## src/sfb_pkg.sv

```systemverilog
// sfb_pkg: shared types and constants for the spi slave frame buffer
// no dependencies; imported by every module of the block

package sfb_pkg;

    // widest frame address (frames of up to 256 bytes)
    localparam int ADDR_W_MAX = 8;
    localparam int CFG_ADDR_W = 1;

    // kind of input word, carried on s_tuser
    typedef enum logic [1:0] {
        REQ_SPI_BYTE   = 2'd0,
        REQ_IDLE_CHECK = 2'd1,
        REQ_HOST_WRITE = 2'd2,
        REQ_HOST_READ  = 2'd3
    } req_type_t;

    // configuration register indexes
    localparam logic [CFG_ADDR_W-1:0] CFG_USE_FRAME_SYNC  = 1'b0;
    localparam logic [CFG_ADDR_W-1:0] CFG_USE_EXT_SELECT  = 1'b1;

    // one input word after unpacking
    typedef struct packed {
        req_type_t   req_type;
        logic [7:0]  rx_byte;
        logic        sync_level;
        logic        select_level;
        logic [4:0]  host_index;
        logic [7:0]  host_data;
        logic        host_last;
    } sfb_item_t;

    // memory commands from the control unit; the enables are qualified by the advance strobe, read_valid is not
    typedef struct packed {
        logic                  rx_we;
        logic [ADDR_W_MAX-1:0] rx_waddr;
        logic                  rx_re;
        logic [ADDR_W_MAX-1:0] rx_raddr;
        logic                  tx_we;
        logic [ADDR_W_MAX-1:0] tx_waddr;
        logic                  tx_re;
        logic [ADDR_W_MAX-1:0] tx_raddr;
        logic                  read_valid;
    } sfb_cmd_t;

endpackage

```

## src/sfb_frame_ram.sv

```systemverilog
// sfb_frame_ram: one frame store, one write and one registered read port
// uses sfb_pkg; never-written entries read as zero through per-entry valid bits

module sfb_frame_ram #(
    parameter int DEPTH = 32
) (
    input  logic                       aclk,
    input  logic                       aresetn,
    input  logic                       wr_en,
    input  logic [$clog2(DEPTH)-1:0]   wr_addr,
    input  logic [7:0]                 wr_data,
    input  logic                       rd_en,
    input  logic [$clog2(DEPTH)-1:0]   rd_addr,
    output logic [7:0]                 rd_data
);
    import sfb_pkg::*;

    logic [7:0]       mem [DEPTH];
    logic [DEPTH-1:0] valid_reg;
    logic [7:0]       rd_data_reg;
    logic             rd_ok_reg;
    logic             same_addr;

    assign same_addr = wr_en && (wr_addr == rd_addr);

    // storage write and registered read, new data forwarded on a same-address hit
    always_ff @(posedge aclk) begin
        if (wr_en) begin
            mem[wr_addr] <= wr_data;
        end
        if (rd_en) begin
            rd_data_reg <= same_addr ? wr_data : mem[rd_addr];
        end
    end

    // entry valid bits and read qualifier
    always_ff @(posedge aclk) begin
        if (!aresetn) begin
            valid_reg <= '0;
            rd_ok_reg <= 1'b0;
        end else begin
            if (wr_en) begin
                valid_reg[wr_addr] <= 1'b1;
            end
            if (rd_en) begin
                rd_ok_reg <= same_addr || valid_reg[rd_addr];
            end
        end
    end

    assign rd_data = rd_ok_reg ? rd_data_reg : 8'h00;

endmodule

```

## src/sfb_ctrl.sv

```systemverilog
// sfb_ctrl: frame positions, sync tracking, ready flag and configuration registers
// uses sfb_pkg; drives the memory commands for the word in the input register

module sfb_ctrl #(
    parameter int FRAME_BYTES = 32
) (
    input  logic                            aclk,
    input  logic                            aresetn,
    input  logic                            cfg_wr_en,
    input  logic [sfb_pkg::CFG_ADDR_W-1:0]  cfg_addr,
    input  logic                            cfg_wdata,
    input  logic                            advance,
    input  sfb_pkg::sfb_item_t              item,
    output sfb_pkg::sfb_cmd_t               cmd,
    output logic                            frame_ready
);
    import sfb_pkg::*;

    localparam int AW = $clog2(FRAME_BYTES);
    localparam logic [AW:0] FRAME_LEN = (AW + 1)'(FRAME_BYTES);
    localparam logic [8:0]  FRAME_LEN_W = 9'(FRAME_BYTES);

    logic          use_fs_reg;
    logic          use_sel_reg;
    logic [AW-1:0] rx_pos_reg, rx_pos_next;
    logic [AW-1:0] tx_pos_reg, tx_pos_next;
    logic          ready_reg, ready_next;
    logic          sync_seen_reg, sync_seen_next;

    logic [AW-1:0] rp_base, tp_base, tp_new;
    logic [AW:0]   rp_inc, tp_inc;
    logic          rx_wrap, tx_wrap;
    logic [8:0]    hidx_ext;
    logic          in_range;
    logic          rewind;
    logic          load_shift;
    logic [AW-1:0] shift_addr;
    logic          rx_we, rx_re, tx_we, rd_valid;

    // configuration registers
    always_ff @(posedge aclk) begin
        if (!aresetn) begin
            use_fs_reg  <= 1'b0;
            use_sel_reg <= 1'b1;
        end else if (cfg_wr_en) begin
            case (cfg_addr)
                CFG_USE_FRAME_SYNC: use_fs_reg  <= cfg_wdata;
                CFG_USE_EXT_SELECT: use_sel_reg <= cfg_wdata;
                default: ;
            endcase
        end
    end

    // positions for a received byte; with frame sync in use, the first byte after sync starts a new frame
    assign rp_base = (use_fs_reg && !sync_seen_reg) ? '0 : rx_pos_reg;
    assign tp_base = (use_fs_reg && !sync_seen_reg) ? '0 : tx_pos_reg;
    assign rp_inc  = {1'b0, rp_base} + 1'b1;
    assign tp_inc  = {1'b0, tp_base} + 1'b1;
    assign rx_wrap = (rp_inc == FRAME_LEN);
    assign tx_wrap = (tp_inc == FRAME_LEN);
    assign tp_new  = tx_wrap ? '0 : tp_inc[AW-1:0];

    // host offset check
    assign hidx_ext = {4'b0000, item.host_index};
    assign in_range = (hidx_ext < FRAME_LEN_W);

    // next state and memory requests
    always_comb begin
        rx_pos_next    = rx_pos_reg;
        tx_pos_next    = tx_pos_reg;
        ready_next     = ready_reg;
        sync_seen_next = sync_seen_reg;
        rewind         = 1'b0;
        load_shift     = 1'b0;
        shift_addr     = '0;
        rx_we          = 1'b0;
        rx_re          = 1'b0;
        tx_we          = 1'b0;
        rd_valid       = 1'b0;
        case (item.req_type)
            REQ_SPI_BYTE: begin
                if (use_fs_reg && item.sync_level) begin
                    rewind = 1'b1;
                end else begin
                    sync_seen_next = sync_seen_reg || use_fs_reg;
                    rx_we          = 1'b1;
                    rx_pos_next    = rx_wrap ? '0 : rp_inc[AW-1:0];
                    ready_next     = ready_reg || rx_wrap;
                    tx_pos_next    = tp_new;
                    load_shift     = 1'b1;
                    shift_addr     = tp_new;
                end
            end
            REQ_IDLE_CHECK: begin
                rewind = (use_fs_reg && item.sync_level) ||
                         (use_sel_reg && item.select_level);
            end
            REQ_HOST_WRITE: begin
                tx_we = in_range;
                if (item.host_last) begin
                    tx_pos_next = '0;
                    load_shift  = 1'b1;
                end
            end
            REQ_HOST_READ: begin
                if (ready_reg) begin
                    rd_valid = 1'b1;
                    rx_re    = in_range;
                    if (item.host_last) begin
                        ready_next = 1'b0;
                    end
                end
            end
            default: ;
        endcase
        if (rewind) begin
            sync_seen_next = 1'b0;
            rx_pos_next    = '0;
            tx_pos_next    = '0;
            load_shift     = 1'b1;
        end
    end

    // command outputs
    always_comb begin
        cmd.rx_we      = advance && rx_we;
        cmd.rx_waddr   = ADDR_W_MAX'(rp_base);
        cmd.rx_re      = advance && rx_re;
        cmd.rx_raddr   = hidx_ext[ADDR_W_MAX-1:0];
        cmd.tx_we      = advance && tx_we;
        cmd.tx_waddr   = hidx_ext[ADDR_W_MAX-1:0];
        cmd.tx_re      = advance && load_shift;
        cmd.tx_raddr   = ADDR_W_MAX'(shift_addr);
        cmd.read_valid = rd_valid;
    end

    // state registers, moved once per processed word
    always_ff @(posedge aclk) begin
        if (!aresetn) begin
            rx_pos_reg    <= '0;
            tx_pos_reg    <= '0;
            ready_reg     <= 1'b0;
            sync_seen_reg <= 1'b0;
        end else if (advance) begin
            rx_pos_reg    <= rx_pos_next;
            tx_pos_reg    <= tx_pos_next;
            ready_reg     <= ready_next;
            sync_seen_reg <= sync_seen_next;
        end
    end

    assign frame_ready = ready_reg;

endmodule

```

## src/spi_slave_frame_buffer.sv

```systemverilog
// spi_slave_frame_buffer: top level of the fixed-length spi slave frame buffer
// uses sfb_pkg, sfb_ctrl and two sfb_frame_ram instances

// Accepts one word per clock while s_tready is high and returns exactly one result
// word for each, through the input register, then the result register with the
// frame store read data. The single pass through the control unit and one read per
// frame store sets the one-word-per-cycle rate; s_tready drops only while the result
// register is full and m_tready is low. Both frame stores read as zero after reset
// through per-entry valid bits, so there is no clearing pass. Configuration is written
// through cfg_wr_en/cfg_addr/cfg_wdata; the user must write it only while idle, the block does not enforce this.

module spi_slave_frame_buffer #(
    parameter int FRAME_BYTES = 32
) (
    input  logic                            aclk,
    input  logic                            aresetn,
    // configuration write port
    input  logic                            cfg_wr_en,
    input  logic [sfb_pkg::CFG_ADDR_W-1:0]  cfg_addr,
    input  logic                            cfg_wdata,
    // input words
    input  logic                            s_tvalid,
    output logic                            s_tready,
    // rx_byte[7:0], sync_level[8], select_level[9], host_index[14:10],
    // host_data[22:15], zero[23]
    input  logic [23:0]                     s_tdata,
    // req_type[1:0]
    input  logic [1:0]                      s_tuser,
    // host_last
    input  logic                            s_tlast,
    // result words
    output logic                            m_tvalid,
    input  logic                            m_tready,
    // miso_byte[7:0], read_byte[15:8], frame_ready[16], zero[23:17]
    output logic [23:0]                     m_tdata,
    // read_valid
    output logic                            m_tuser
);
    import sfb_pkg::*;

    localparam int AW = $clog2(FRAME_BYTES);

    logic       in_valid_reg;
    sfb_item_t  item_reg;
    logic       out_valid_reg;
    logic       advance;
    sfb_cmd_t   cmd;
    logic       frame_ready;
    logic       read_valid_reg;
    logic       rd_hit_reg;
    logic [7:0] rx_rd_data;
    logic [7:0] tx_rd_data;

    // handshake: a word moves on when the result register is free or being emptied
    assign advance  = in_valid_reg && (!out_valid_reg || m_tready);
    assign s_tready = !in_valid_reg || advance;

    // input register
    always_ff @(posedge aclk) begin
        if (!aresetn) begin
            in_valid_reg <= 1'b0;
        end else if (s_tready) begin
            in_valid_reg <= s_tvalid;
        end
    end

    always_ff @(posedge aclk) begin
        if (s_tready && s_tvalid) begin
            item_reg.req_type     <= req_type_t'(s_tuser);
            item_reg.rx_byte      <= s_tdata[7:0];
            item_reg.sync_level   <= s_tdata[8];
            item_reg.select_level <= s_tdata[9];
            item_reg.host_index   <= s_tdata[14:10];
            item_reg.host_data    <= s_tdata[22:15];
            item_reg.host_last    <= s_tlast;
        end
    end

    // control unit
    sfb_ctrl #(
        .FRAME_BYTES (FRAME_BYTES)
    ) u_ctrl (
        .aclk        (aclk),
        .aresetn     (aresetn),
        .cfg_wr_en   (cfg_wr_en),
        .cfg_addr    (cfg_addr),
        .cfg_wdata   (cfg_wdata),
        .advance     (advance),
        .item        (item_reg),
        .cmd         (cmd),
        .frame_ready (frame_ready)
    );

    // receive frame store
    sfb_frame_ram #(
        .DEPTH (FRAME_BYTES)
    ) u_rx_ram (
        .aclk    (aclk),
        .aresetn (aresetn),
        .wr_en   (cmd.rx_we),
        .wr_addr (cmd.rx_waddr[AW-1:0]),
        .wr_data (item_reg.rx_byte),
        .rd_en   (cmd.rx_re),
        .rd_addr (cmd.rx_raddr[AW-1:0]),
        .rd_data (rx_rd_data)
    );

    // transmit frame store; its held read data is the byte loaded for shift out
    sfb_frame_ram #(
        .DEPTH (FRAME_BYTES)
    ) u_tx_ram (
        .aclk    (aclk),
        .aresetn (aresetn),
        .wr_en   (cmd.tx_we),
        .wr_addr (cmd.tx_waddr[AW-1:0]),
        .wr_data (item_reg.host_data),
        .rd_en   (cmd.tx_re),
        .rd_addr (cmd.tx_raddr[AW-1:0]),
        .rd_data (tx_rd_data)
    );

    // result register
    always_ff @(posedge aclk) begin
        if (!aresetn) begin
            out_valid_reg <= 1'b0;
        end else if (advance) begin
            out_valid_reg <= 1'b1;
        end else if (m_tready) begin
            out_valid_reg <= 1'b0;
        end
    end

    always_ff @(posedge aclk) begin
        if (advance) begin
            read_valid_reg <= cmd.read_valid;
            rd_hit_reg     <= cmd.rx_re;
        end
    end

    assign m_tvalid = out_valid_reg;
    assign m_tuser  = read_valid_reg;
    assign m_tdata  = {7'b0000000, frame_ready, (rd_hit_reg ? rx_rd_data : 8'h00),
                       tx_rd_data};

endmodule

```

## config.mk

```make
export PLATFORM = sky130hd
export DESIGN_NAME = spi_slave_frame_buffer
export DESIGN_NICKNAME = d
export VERILOG_FILES = /design/src/sfb_pkg.sv /design/src/sfb_frame_ram.sv /design/src/sfb_ctrl.sv /design/src/spi_slave_frame_buffer.sv
export SDC_FILE = /design/constraint.sdc
export NUM_CORES = 1
export LEC_CHECK = 0
export BUFFER_PORTS_ARGS = -buffer_cell sky130_fd_sc_hd__buf_2
export CAP_MARGIN = 20
export CORE_MARGIN = 8
export CORE_UTILIZATION = 40
export DETAILED_ROUTE_END_ITERATION = 8
export SYNTH_ARGS = -nofsm -noshare
export SYNTH_HDL_FRONTEND = slang
export SYNTH_SLANG_ARGS = --single-unit
```

## constraint.sdc

```tcl
create_clock -name aclk -period 5 [get_ports aclk]
set_input_delay 0.75 -clock aclk [delete_from_list [all_inputs] [get_ports aclk]]
set_output_delay 0.75 -clock aclk [all_outputs]
set_load 0.005 [all_outputs]
```

==> summary.txt <==
Clock tree
  • # H-tree levels: 3
  • TritonCTS clock tree: done
  • Post-cts sizing count: 0
  • Clk_lat worst skew: 600 ps
  • Hold buffers post-CTS: 0
  • CTS root buf: clkbuf_16
  • Max clock buf depth: 3
  • Clock Pin Slew Worst Setup and Hold Paths: 60 ps
  • Setup Fix Bufs, Post-CTS: 0
  • Clock sink count: 638
  • CTS buffer count: 67

Power and ir drop
  • Power after layout: 11.1 mW
  • VDD IR max: 0.277 mV
  • Pwr Density: 388 nW/µm²
  • P_leak: 9.22 nW

Route
  • Routed Antenna Nets: 0
  • First-pass DRT Iterations: 5
  • Routed len/inst: 24.0 µm
  • Drt drc: 0
  • Total Wirelength: 60.8 mm
  • Via density: 5.60
  • Via count: 14200
  • Iter 0 DRT Violations: 1205

Layout
  • Share of layout cells above drive strength 1: 17.2%
  • Area of the multi-input gates: 6360 µm²
  • Layout Cells excl Fill: 2533
  • FILL cells: 5409
  • Design Area, Final: 28700 µm²
  • Largest regs: u_rx_ram.mem: 256 flops, u_tx_ram.mem: 256 flops
  • # diodes: 0
  • Final layout net count: 1675
  • Register area: 18300 µm²
  • P&R area growth vs syn: 13.6%

Logic synthesis
  • EDFF count, synth: 556
  • Unique masters post-synth: 71
  • Synth area leaders: edfxtp_1, mux4_2, dfxtp_1
  • Register area share after synthesis: 72.7%
  • Yosys Warn Count: 0
  • Post-Syn Instances: 1574
  • Ys async rst share: 0%
  • Top-count cell post-synth: edfxtp_1
  • Synth top cells by count: edfxtp_1, nand2_1, nor2_1
  • #FFs+latches synth: 638
  • Post-synth top area share: 66.2%
  • Synthesized cell area: 25200 µm²
  • Main flop type after synthesis: edfxtp_1
  • Yosys top cell by area: edfxtp_1
  • Mean Syn Cell Area: 16.0 µm²

Global routing
  • GRT Util Overall: 17.0%
  • GRT overflow: 0
  • Via count of the first global-routing pass: 14400
  • Initial antenna violation count: 0
  • Largest net degree at the start of global routing: 61
  • First-pass GRT wire length: 91.3 mm

Worst setup path
  • CP max FO: 31
  • WS Path Type: flip-flop to flip-flop
  • CP Capture Type: flip-flop
  • Critical path startpoint category: flip-flop
  • CP arrival: 4230 ps
  • Required time of the critical path: 5340 ps

Place
  • Post-DP HPWL: 37.5 mm
  • Post-Place Cell Area: 26400 µm²
  • I/O Buffers: 52
  • Placed cell count: 2408
  • Final Wtd Congestion: 0.799

Min path
  • Hold Path Class: primary input to flip-flop

Die
  • Die area: 71300 µm²
  • Starting Density: 40.2%
  • IO Pins: 61
  • Core area: 62700 µm²
  • Die X: 267 µm
  • Die Y: 267 µm
  • Std cell rows: 92

Status
  • Status: finished clean

Timing
  • Slew Viols, Final: 0
  • Min Clock Period, post-route: 3890 ps
  • # setup viols final: 0
  • Max Freq: 0.257 GHz
  • Clock Skew: 23.1 ps
  • Final hold vios: 0
  • Tcrit/Tclk final: 77.7%
  • Measured slew at the worst slew-check pin: 1140 ps
  • Post-route setup TNS: 0 ps
  • RSZ-0062 raised after global routing: false
  • Final Hold Slack: 331 ps
  • Max_slew headroom: 23.9%

Run
  • Max Cap Violations: 0
-- final cells by class --
type / count / share of cell area, %
Tap cell: 846 / 3.69
Clock inverter: 30 / 0.913
Sequential cell: 638 / 64.0
Inverter: 12 / 0.201
Multi-Input combinational cell: 824 / 22.2
Timing Repair Buffer: 93 / 2.52
Clock buffer: 90 / 6.48
-- cells by family after synthesis --
family | share of synthesized area, %
and+or+nand+nor | 6.69
muxes | 8.37
DFF | 72.7
xor gates and xnor gates | 0.0695
AOI/OAI and AO/OA | 9.66
adders and majority gates | 0.248
buffers and inverters | 2.22
other | 0.0149
-- per-layer routing --
layer / track usage (%) / vias to the layer above / routed length (µm)
met1: 22.6 / 7205 / 25200
met4: 6.25 / 0 / 2190
met5: 0 / - / 0
li1: - / 6361 / -
met2: 27.5 / 503 / 29400
met3: 3.44 / 121 / 4000
-- critical path, stage by stage (launching register included) --
cell and delay [ps]:
dfxtp_1 430, nand2b_1 110, nand2_1 80, buf_4 320, clkinv_1 150, ha_1 270, or3_1 570, nand2_1 530
buf_12 270, mux2_2 350, o311a_1 290, o211ai_1 150, o21ai_0 90
-- metrics by stage --
step | util, % | setup WS [ps]
3_5_place_dp | 42.1 | 1090
3_3_place_gp | 42.0 | 1110
4_1_cts | 45.5 | 1080
2_1_floorplan | - | 1960
5_1_grt | 45.7 | 852
6_report | 45.7 | 1110
-- worst paths after layout --
check / start / endpoint / slack (ps) / cells after the start
hold / removal: s_tdata[21] / item_reg[7] / 330 / 1
setup reg to reg: u_ctrl.use_fs_reg / u_tx_ram.rd_data_reg[1] / 1110 / 12
hold reg to reg: u_rx_ram.valid_reg[2] / u_rx_ram.valid_reg[2] / 460 / 1
setup / recovery: u_ctrl.use_fs_reg / u_tx_ram.rd_data_reg[1] / 1110 / 12
-- placed cells by master (no fill, tap or decap), types with 27 or more instances in the layout --
cell,count
o21ai_0,40
nand2_1,117
dfxtp_1,82
a22oi_1,44
buf_4,34
clkbuf_16,69
nor2_1,86
mux4_2,75
edfxtp_1,556
o221ai_1,27
a21oi_1,34
mux2i_1,41
nand3_1,54
buf_2,51
o21a_1,67
-- report_power, final --
part / internal (mW) / switching, mW / leakage (nW) / total [mW]
combinational: 0.154 / 0.292 / 2.50 / 0.446
clock: 2.82 / 1.99 / 1.04 / 4.81
sequential: 5.81 / 0.0355 / 5.68 / 5.85
total: 8.78 / 2.32 / 9.22 / 11.1
Note: power is estimated with default switching activity, not from simulation.
